$ cat src/rtl/core/lsp_pkg.sv
// Shared types, codes and the color reorder function for the LED strip pixel buffer.
`default_nettype none

package lsp_pkg;

  typedef logic [2:0] slot_t;

  typedef struct packed {
    slot_t s0;
    slot_t s1;
    slot_t s2;
    slot_t s3;
  } slot_cfg_t;

  // read request handed to the output queue
  typedef struct packed {
    logic issue;
    logic last;
  } lsp_rd_req_t;

  localparam logic [1:0] OP_SET  = 2'd0;
  localparam logic [1:0] OP_FILL = 2'd1;
  localparam logic [1:0] OP_SHOW = 2'd2;

  localparam slot_t SLOT_NONE  = 3'd0;
  localparam slot_t SLOT_RED   = 3'd1;
  localparam slot_t SLOT_GREEN = 3'd2;
  localparam slot_t SLOT_BLUE  = 3'd3;
  localparam slot_t SLOT_WHITE = 3'd4;

  localparam logic [2:0] REG_SLOT0  = 3'd0;
  localparam logic [2:0] REG_SLOT1  = 3'd1;
  localparam logic [2:0] REG_SLOT2  = 3'd2;
  localparam logic [2:0] REG_SLOT3  = 3'd3;
  localparam logic [2:0] REG_LENGTH = 3'd4;

  localparam int CFG_W = 7;

  function automatic logic [7:0] channel_byte(slot_t sel, logic [31:0] rgbw);
    case (sel)
      SLOT_RED:   return rgbw[7:0];
      SLOT_GREEN: return rgbw[15:8];
      SLOT_BLUE:  return rgbw[23:16];
      SLOT_WHITE: return rgbw[31:24];
      default:    return 8'h00;
    endcase
  endfunction

  // wire order, left aligned; 24-bit word when slot 0 is unused
  function automatic logic [31:0] reorder(slot_cfg_t cfg, logic [31:0] rgbw);
    logic [7:0] b0;
    logic [7:0] b1;
    logic [7:0] b2;
    logic [7:0] b3;
    b0 = channel_byte(cfg.s0, rgbw);
    b1 = channel_byte(cfg.s1, rgbw);
    b2 = channel_byte(cfg.s2, rgbw);
    b3 = channel_byte(cfg.s3, rgbw);
    if (cfg.s0 == SLOT_NONE) begin
      return {b1, b2, b3, 8'h00};
    end
    return {b0, b1, b2, b3};
  endfunction

endpackage

`default_nettype wire

$ cat src/rtl/core/led_strip_pixel_buffer.sv
// Top level of the LED strip pixel buffer: config registers, pixel store and sequencer.
`default_nettype none

// Frame store for an addressable LED strip. Each request carries an opcode:
// set writes one reordered pixel (ignored at or beyond the strip length),
// fill writes the same word over a range whose end is clamped to the strip
// length, and show streams every stored word of the strip with last_pixel on
// the final one. Colors arrive packed (red 7:0, green 15:8, blue 23:16,
// white 31:24) and are reordered with the slot selectors in force when the
// request is accepted; the store keeps the wire-ordered word. After reset
// the store is cleared word by word, during which no request is taken
// (config writes are). A set is written when it is accepted; a fill then
// writes its pixels in order from the FILL state; a show then reads its
// pixels from the SHOW state. The single store write port and single read
// port each move one word a cycle, the read port only while the output
// queue has room. Show words leave through an output register and a skid
// entry, so the next request is taken once a show's last read is issued.
module led_strip_pixel_buffer
  import lsp_pkg::*;
#(
  parameter int MAX_PIXELS = 64
) (
  input  wire logic              clk,
  input  wire logic              rst,
  input  wire logic              cfg_wr_en,
  input  wire logic [2:0]        cfg_index,
  input  wire logic [CFG_W-1:0]  cfg_wr_data,
  input  wire logic              in_valid,
  output logic                   in_ready,
  input  wire logic [1:0]        opcode,
  input  wire logic [5:0]        pixel_index,
  input  wire logic [6:0]        fill_count,
  input  wire logic [31:0]       color,
  output logic                   out_valid,
  input  wire logic              out_ready,
  output logic [31:0]            pixel_word,
  output logic                   last_pixel
);

  localparam int ADDR_W  = (MAX_PIXELS > 1) ? $clog2(MAX_PIXELS) : 1;
  localparam int LEN_CAP = (MAX_PIXELS < 127) ? MAX_PIXELS : 127;
  localparam logic [ADDR_W-1:0] LAST_ADDR = ADDR_W'(MAX_PIXELS - 1);

  localparam logic [1:0] ST_CLEAR = 2'd0;
  localparam logic [1:0] ST_IDLE  = 2'd1;
  localparam logic [1:0] ST_FILL  = 2'd2;
  localparam logic [1:0] ST_SHOW  = 2'd3;

  // config registers
  slot_cfg_t   slots;
  logic [6:0]  strip_length;

  // sequencer
  logic [1:0]        state;
  logic [1:0]        state_next;
  logic [ADDR_W-1:0] clr_addr;
  logic [6:0]        cursor;
  logic [6:0]        cursor_next;
  logic [6:0]        end_idx;
  logic [6:0]        end_idx_next;
  logic [31:0]       fill_word;

  // store
  logic [31:0]       store [MAX_PIXELS];
  logic              mem_we;
  logic [ADDR_W-1:0] wr_addr;
  logic [31:0]       wr_data;
  logic [31:0]       rd_data;

  logic        accept;
  logic [6:0]  len;
  logic [31:0] new_word;
  logic [7:0]  range_sum;
  logic [6:0]  fill_end;
  logic        room;
  logic        rd_is_last;
  lsp_rd_req_t rd_req;

  // ---------------------------------------------------------------------
  // config port
  always_ff @(posedge clk) begin
    if (rst) begin
      slots.s0     <= SLOT_NONE;
      slots.s1     <= SLOT_GREEN;
      slots.s2     <= SLOT_RED;
      slots.s3     <= SLOT_BLUE;
      strip_length <= 7'd0;
    end else if (cfg_wr_en) begin
      case (cfg_index)
        REG_SLOT0:  slots.s0     <= cfg_wr_data[2:0];
        REG_SLOT1:  slots.s1     <= cfg_wr_data[2:0];
        REG_SLOT2:  slots.s2     <= cfg_wr_data[2:0];
        REG_SLOT3:  slots.s3     <= cfg_wr_data[2:0];
        REG_LENGTH: strip_length <= cfg_wr_data;
        default: ;
      endcase
    end
  end

  // active length, saturated to the store depth
  assign len = (strip_length > 7'(LEN_CAP)) ? 7'(LEN_CAP) : strip_length;

  assign in_ready = (state == ST_IDLE);
  assign accept   = in_valid && in_ready;
  assign new_word = reorder(slots, color);

  // fill end = min(first + count, len)
  assign range_sum = {2'b00, pixel_index} + {1'b0, fill_count};
  assign fill_end  = (range_sum > {1'b0, len}) ? len : range_sum[6:0];

  assign rd_is_last    = (cursor + 7'd1 == end_idx);
  assign rd_req.issue  = (state == ST_SHOW) && room;
  assign rd_req.last   = rd_is_last;

  // ---------------------------------------------------------------------
  // sequencer
  always_comb begin
    state_next   = state;
    cursor_next  = cursor;
    end_idx_next = end_idx;
    mem_we       = 1'b0;
    wr_addr      = ADDR_W'(pixel_index);
    wr_data      = new_word;
    case (state)
      ST_CLEAR: begin
        mem_we  = 1'b1;
        wr_addr = clr_addr;
        wr_data = 32'h0;
        if (clr_addr == LAST_ADDR) begin
          state_next = ST_IDLE;
        end
      end
      ST_IDLE: begin
        if (accept) begin
          case (opcode)
            OP_SET: begin
              mem_we = ({1'b0, pixel_index} < len);
            end
            OP_FILL: begin
              cursor_next  = {1'b0, pixel_index};
              end_idx_next = fill_end;
              if ({1'b0, pixel_index} < fill_end) begin
                state_next = ST_FILL;
              end
            end
            OP_SHOW: begin
              cursor_next  = 7'd0;
              end_idx_next = len;
              if (len != 7'd0) begin
                state_next = ST_SHOW;
              end
            end
            default: ;
          endcase
        end
      end
      ST_FILL: begin
        mem_we      = 1'b1;
        wr_addr     = ADDR_W'(cursor);
        wr_data     = fill_word;
        cursor_next = cursor + 7'd1;
        if (rd_is_last) begin
          state_next = ST_IDLE;
        end
      end
      ST_SHOW: begin
        if (rd_req.issue) begin
          cursor_next = cursor + 7'd1;
          if (rd_is_last) begin
            state_next = ST_IDLE;
          end
        end
      end
      default: begin
        state_next = ST_IDLE;
      end
    endcase
  end

  always_ff @(posedge clk) begin
    if (rst) begin
      state    <= ST_CLEAR;
      clr_addr <= '0;
    end else begin
      state <= state_next;
      if (state == ST_CLEAR) begin
        clr_addr <= clr_addr + ADDR_W'(1);
      end
    end
  end

  always_ff @(posedge clk) begin
    cursor  <= cursor_next;
    end_idx <= end_idx_next;
    if (accept) begin
      fill_word <= new_word;
    end
  end

  // ---------------------------------------------------------------------
  // pixel store: one write port, one registered read port
  always_ff @(posedge clk) begin
    if (mem_we) begin
      store[wr_addr] <= wr_data;
    end
    if (rd_req.issue) begin
      rd_data <= store[ADDR_W'(cursor)];
    end
  end

  lsp_out_queue u_out_queue (
    .clk        (clk),
    .rst        (rst),
    .rd_req     (rd_req),
    .rd_data    (rd_data),
    .room       (room),
    .out_valid  (out_valid),
    .out_ready  (out_ready),
    .pixel_word (pixel_word),
    .last_pixel (last_pixel)
  );

`ifndef SYNTHESIS
  a_fill_in_range: assert property (@(posedge clk) disable iff (rst)
    (state == ST_FILL) |-> (cursor < end_idx))
    else $error("fill write past range end");

  a_show_in_range: assert property (@(posedge clk) disable iff (rst)
    rd_req.issue |-> (cursor < end_idx))
    else $error("show read past strip end");

  a_show_ends: assert property (@(posedge clk) disable iff (rst)
    (rd_req.issue && rd_is_last) |=> (state == ST_IDLE))
    else $error("show did not finish after last read");

  a_clear_quiet: assert property (@(posedge clk) disable iff (rst)
    (state == ST_CLEAR) |-> (!out_valid && !in_ready))
    else $error("activity during store clear");
`endif

endmodule

`default_nettype wire

$ cat src/rtl/core/lsp_out_queue.sv
// Output register with skid entry, fed by registered store reads.
`default_nettype none

module lsp_out_queue
  import lsp_pkg::*;
(
  input  wire logic        clk,
  input  wire logic        rst,
  input  wire lsp_rd_req_t rd_req,
  input  wire logic [31:0] rd_data,
  output logic             room,
  output logic             out_valid,
  input  wire logic        out_ready,
  output logic [31:0]      pixel_word,
  output logic             last_pixel
);

  logic        rd_pend;
  logic        rd_last;
  logic        o_valid;
  logic [31:0] o_word;
  logic        o_last;
  logic        s_valid;
  logic [31:0] s_word;
  logic        s_last;
  logic        pop;
  logic [1:0]  occ;

  assign pop = o_valid & out_ready;
  // slots held or in flight, after this cycle's pop
  assign occ  = {1'b0, o_valid} + {1'b0, s_valid} + {1'b0, rd_pend} - {1'b0, pop};
  assign room = (occ < 2'd2);

  always_ff @(posedge clk) begin
    if (rst) begin
      rd_pend <= 1'b0;
      o_valid <= 1'b0;
      s_valid <= 1'b0;
    end else begin
      rd_pend <= rd_req.issue;
      rd_last <= rd_req.last;
      if (!o_valid || pop) begin
        if (s_valid) begin
          o_word  <= s_word;
          o_last  <= s_last;
          s_valid <= rd_pend;
          s_word  <= rd_data;
          s_last  <= rd_last;
        end else begin
          o_valid <= rd_pend;
          o_word  <= rd_data;
          o_last  <= rd_last;
        end
      end else if (rd_pend) begin
        s_valid <= 1'b1;
        s_word  <= rd_data;
        s_last  <= rd_last;
      end
    end
  end

  assign out_valid  = o_valid;
  assign pixel_word = o_word;
  assign last_pixel = o_last;

endmodule

`default_nettype wire
$ cat config.mk
export PLATFORM = sky130hd
export DESIGN_NAME = led_strip_pixel_buffer
export DESIGN_NICKNAME = d
export VERILOG_FILES = /design/src/rtl/core/lsp_pkg.sv /design/src/rtl/core/led_strip_pixel_buffer.sv /design/src/rtl/core/lsp_out_queue.sv
export SDC_FILE = /design/constraint.sdc
export NUM_CORES = 2
export LEC_CHECK = 0
export BUFFER_PORTS_ARGS = -buffer_cell sky130_fd_sc_hd__buf_4
export CAP_MARGIN = 5
export CELL_PAD_IN_SITES_DETAIL_PLACEMENT = 0
export CELL_PAD_IN_SITES_GLOBAL_PLACEMENT = 1
export CORE_MARGIN = 1
export CORE_UTILIZATION = 25
export CTS_CLUSTER_SIZE = 8
export DETAILED_ROUTE_END_ITERATION = 6
export GPL_TIMING_DRIVEN = 0
export PLACE_DENSITY = 0.53
export SLEW_MARGIN = 20
export SYNTH_ARGS = -nofsm -noshare
export SYNTH_HDL_FRONTEND = slang
export SYNTH_SLANG_ARGS = --single-unit
export TNS_END_PERCENT = 10
$ cat constraint.sdc
create_clock -name clk -period 6.1 [get_ports clk]
set_input_delay 0.61 -clock clk [delete_from_list [all_inputs] [get_ports clk]]
set_output_delay 0.61 -clock clk [all_outputs]
set_load 0.01 [all_outputs]
* Word level (Yosys, flattened, before mapping)
Memories as Yosys holds them, arrays and structs flattened. A register that Yosys moved wholly into a read port is not among the register bits.
Cells that the tools add are included.
** Storage, ports and cells
- Bits in read-only memories :: 0
- Input port bits :: 62
- Register bits :: 143
- Bits in latches :: 0
- RAM bits :: 2048
- Word-level logic and storage cells :: 131
- Memories :: 1
- Output and inout port bits :: 35
** Memories
- store :: words 64, width 32, rd ports 1, clocked after Yosys merged registers in 1, wr ports 1, line led_strip_pixel_buffer.sv:64 : logic [31:0] store [MAX_PIXELS];
** Cells by class
- Add/subtract/negate cells :: 6
- Shift-type cells :: 0
- Multiplexer cells :: 40
- Bitwise gates (word level) :: 3
- Reduce and logical (&&, ||, !) cells :: 24
- Div/mod/pow operators :: 0
- $mul :: 0
- Order comparisons :: 5
- Equality and inequality tests :: 34
** Operator list (number)
- two-way mux 32 bit :: 6
- case mux 8 bit (4 select lines) :: 4
- case mux 32 bit (2 select lines) :: 1
- == test 3 x 2 -> 1 bit, second input constant :: 10
- two-way mux 7 bit :: 4
- case mux 7 bit (2 select lines) :: 2
- case mux 7 bit (3 select lines) :: 1
- == test 3 x 1 -> 1 bit, second input constant :: 5
- == test 3 bit, second input constant :: 5
- less-than comparator 6 x 7 -> 1 bit :: 2
- AND reduction 2 bit :: 7
- two-way mux 1 bit :: 12
- two-way mux 2 bit :: 6
- case mux 6 bit (2 select lines) :: 1
- adder 6 x 7 -> 8 bit :: 1
- greater-than comparator 8 x 7 -> 1 bit :: 1
- case mux 2 bit (4 select lines) :: 1
- adder 7 x 1 -> 7 bit, second input constant :: 1
- == test 7 bit :: 1
- greater-than comparator 7 bit, second input constant :: 1
- nonzero test 7 bit :: 1
- adder 6 x 1 -> 6 bit, second input constant :: 1
- == test 2 bit, second input constant :: 3
- == test 6 bit, second input constant :: 1
- 24 further kinds :: 34

* Depth between registers and ports, before layout
- Depth after elaboration :: 9
- Depth in mapped cells :: 21
- Mapped depth without buffers :: 20

* Cells and area by module
From an unflattened synthesis, not the netlist that was laid out.
** Second synthesis, totals
- Cell total of the unflattened synthesis :: 3730
- Area, all modules :: 86812.0 um^2
** Modules (own cells, without submodules)
- led_strip_pixel_buffer :: cells each 3603, times used 1, area each 84096.9 um^2, seq. area each 64381.7 um^2
- lsp_out_queue :: cells each 127, times used 1, area each 2715.1 um^2, seq. area each 2072.0 um^2

* Worst setup path after synthesis
Ideal clock, no wire load.
- Path type :: input to register
- Start :: in pixel_index[0]
- End :: reg state[0]
- Buffers on the path :: 1
- Library setup time :: 0.123 ns
- Arrival time :: 4.641 ns
- Data required time :: 5.977 ns
- Cell stages on the path :: 20
- Path slack :: 1.336 ns
- Cell sequence :: ha_1 fa_1 a211oi_1 o21bai_1 a21oi_1 xnor2_1 ha_1 a21oi_1 a21oi_1 a22oi_2 clkbuf_1 nor2_1 a21oi_1 ha_1 a21o_1 a21oi_1 nand3_1 mux2_1 a31oi_1 mux2_1
** On the way
- Longest elaborated chain between the ends :: 6
** RTL lines
- start: declaration :: line led_strip_pixel_buffer.sv:31 : input wire logic [5:0] pixel_index,
- adder 6 x 7 -> 8 bit :: line led_strip_pixel_buffer.sv:108 : assign range_sum = {2'b00, pixel_index} + {1'b0, fill_count};
- greater-than comparator 8 x 7 -> 1 bit :: line led_strip_pixel_buffer.sv:109 : assign fill_end = (range_sum > {1'b0, len}) ? len : range_sum[6:0];
- two-way mux 7 bit :: line led_strip_pixel_buffer.sv:109
- less-than comparator 6 x 7 -> 1 bit (*) :: line led_strip_pixel_buffer.sv:142 : if ({1'b0, pixel_index} < fill_end) begin
- != test 3 bit (no line) (*)
- AND reduction 6 bit (no line) (*)
- end signal: assignment :: line led_strip_pixel_buffer.sv:185 : state <= state_next;
- end: declaration :: line led_strip_pixel_buffer.sv:54 : logic [1:0] state;
Every way passes the cells marked *; elsewhere a longest branch is shown, timed or not.
A chain may end at the register's enable or synchronous reset.

==> impl_metrics.toml <==
[layout]
multi_input_area_um2 = 19800
final_cell_count_no_fill = 9435
area.growth.synth_to_final_pct = 21.7
final_util_pct = 30.7
design_area_um2 = 106000
drive_gt1_share_pct = 32.1
final_nets = 4920
filler_cell_count = 33100
final-seq-area_um2 = 66500

[yosys]
post-synth-top-count-cell = "edfxtp_1"
yosysTopAreaCellShare_pct = 75.9
synth_ff_type = "edfxtp_1"
synth_compound_area_share_pct = 3.80
ys_types = 58
yosysWarningCount = 0
syn_area_um2 = 86800
synth_top_family_by_area = "multiplexers"
synthCells = 4074
synth_commonest_cells = "edfxtp_1, mux4_2, a22oi_1"
synth_edf_count = 2193
synth_top_cell_by_area = "edfxtp_1"
postSynthAreaPerCell_um2 = 21.3
syn_nets = 4167
synth_adder_area_share_pct = 0.456
ys_ff_latch = 2223
synth.area.mux_share_pct = 15.8
async_reset_ff_share_pct = 0
yosysSeqAreaShare_pct = 76.6
ys_top_cells_by_area = "edfxtp_1, mux4_2, a22oi_1"
synth-xor-area-share_pct = 0.199
synthSimpleGateAreaFrac_pct = 1.87

[power]
pwr-share-clk_pct = 47.5
p_leak_nw = 35.2
powerDensity_nw_per_um2 = 314
ir_drop_mv = 0.194
power_switching_share_pct = 20.1
p_total_mw = 33.1
pwr-share-comb_pct = 2.0
p_int_mw = 26.5
p_seq_share_pct = 50.5
switchingPower_mw = 6.65

[drt]
dr_total_vias = 44700
drcViolationCount = 0
detail_route.vias_per_cell = 4.74
wl_per_cell_um = 27.9
postRouteAntennaNets = 0
drt_first_iter_violations = 4887
first_pass_iters = 5
wirelength_um = 263000

[cts]
cts_root_buf = "clkbuf_16"
clockBufferDepth = 4
path_clk_slew_ps = 50
clk_latency_ps = 860
htree_levels = 5
cts_setup_buffers = 0
post_cts_resized = 0
cts_tree = "yes"
cts_inserted_buffers = 320
numClockSinks = 2223

[die]
core_area_um2 = 344000
ios = 97
rows = 215
die_w_um = 591
start_util_pct = 25.2
fp.dieH_um = 591
die_area_um2 = 350000

[place]
dp.cells = 9057
place_area_um2 = 97000
gp_congestion = 0.838
hpwl_um = 191000
portBuffers = 95

[global_routing]
grt_pass1_wl_um = 365000
grt_overflow_total = 0
antenna_found_initial = 20
grt_start_max_net_pins = 65
grt_pass1_vias = 46400
gr-usage-all-layers_pct = 14.8

[setup_path]
regToRegSetupSlack_ps = 920
required_ps = 6700
path_class = "reg2reg"
r2r_start = "cursor[2]"
crit_path_end_kind = "flop"
cp.arrival_ps = 5770
path_max_fanout = 10
cp-start-kind = "flop"
worstReg2RegEnd = "rd_data[16]"
reg2regPathDepth = 9

[timing]
fin_crit_ps = 5180
final.period_utilization_pct = 84.9
slew_viol_final = 0
grt_setup_unrepaired = "no"
setup_violations = 0
fin_worst_skew_ps = 52.5
slew_headroom_pct = 19.3
fmax_mhz = 193
hold_violations = 0
holdWs_ps = 63.2
tightest_slew_ps = 1210

[min_path]
worstHoldEndpoint = "slots[1]"
hp-start = "cfg_wr_data[1]"
hold-path-cell-count = 3
hp-class = "in2reg"

[run_status]
status = "finished clean"

[flow_run]
drv_cap = 0
## logic make-up after synthesis
kind of cell | count (synthesis)
xor gates and xnor gates | 18
buffers and inverters | 252
muxes | 699
DFF | 2223
and+or+nand+nor | 356
AOI/OAI and AO/OA | 495
adders and majority gates | 31
## worst max path at each step
stage	cells past startpoint	from	to
floorplan	20	pixel_index[0]	state[0]
global placement	10	cursor[0]	store[37][12]
detailed placement	21	pixel_index[0]	state[0]
CTS	15	strip_length[6]	store[40][9]
global route	15	strip_length[6]	store[40][9]
finish	9	cursor[2]	rd_data[16]
## layout by cell type (no fill, tap or decap), types with 9 or more instances in the layout
cell,Yosys,final
buf_1,21,20
buf_12,0,30
inv_1,9,9
buf_4,9,358
clkbuf_16,0,329
mux2_1,9,9
edfxtp_1,2193,2193
nor2b_1,16,16
a21oi_1,65,65
mux2i_1,103,103
xor2_1,10,10
clkbuf_1,124,144
buf_6,5,44
mux2_2,55,55
ha_1,30,30
o21ai_1,70,71
nor3_2,0,65
a22o_4,0,24
mux4_2,532,532
nand2_1,103,103
buf_2,81,82
nor2_1,96,93
a22oi_1,187,187
o21ai_0,49,48
nand3_1,37,37
dfxtp_1,30,30
o211ai_1,56,56
## through the flow
| step | setup slack, ps | TNS [ps] |
|---|---|---|
| 6_report | 922 | 0 |
| 5_1_grt | 821 | 0 |
| 4_1_cts | 1040 | 0 |
| 3_5_place_dp | 506 | 0 |
| 3_3_place_gp | -2780 | -4384270 |
| 2_1_floorplan | 1340 | 0 |
## repair_timing
item                                    4_1_cts  5_1_grt
hold endpoints to repair                      4        0
hold buffers                                  4        0
endpoints found under the setup margin        0        0
## power by group through the flow
stage	Sequential [mW]	Combinational [mW]	Clock [mW]
after floorplan	17.0	0.340	0
after global placement	17.0	0.600	0
after detailed placement	17.0	0.659	0
after CTS	16.7	0.664	16.1
after global routing	16.7	0.709	16.6
final	16.7	0.658	15.7
## sequential cells by signal, indices dropped and copies added (netlist names), 2 cells and up
name	cells
store	2048
u_out_queue.s_word	32
strip_length	7
end_idx	7
u_out_queue.pixel_word	32
clr_addr	6
rd_data	32
fill_word	32
state	2
cursor	7
slots	12
## routing by layer
metal	vias up	track usage (%)	share of wire [%]
li1	18600	-	-
met1	24200	19.6	42
met2	1470	24.7	48
met3	395	2.64	5.9
met4	6	4.51	3.1
met5	-	0	0.017
## cell type report
type,count,area share (%)
flip-flops and latches,2223,62.9
multi-input cells,1599,18.8
clock buffers,352,7.88
well taps,4557,5.40
repair buffers,431,3.73
plain buffers,240,1.02
clock inverters,14,0.209
inverters,12,0.0426
diodes,7,0.0166
## worst max-delay path, stage by stage, from the launching register on
cell and delay [ps]:
edfxtp_1 590, buf_2 430, and2_1 180, buf_2 560
clkbuf_1 740, clkbuf_1 520, a22oi_1 320, o211ai_1 570
o211ai_1 530, o21ai_1 450
No activity file was read; power rests on OpenSTA's default activity.
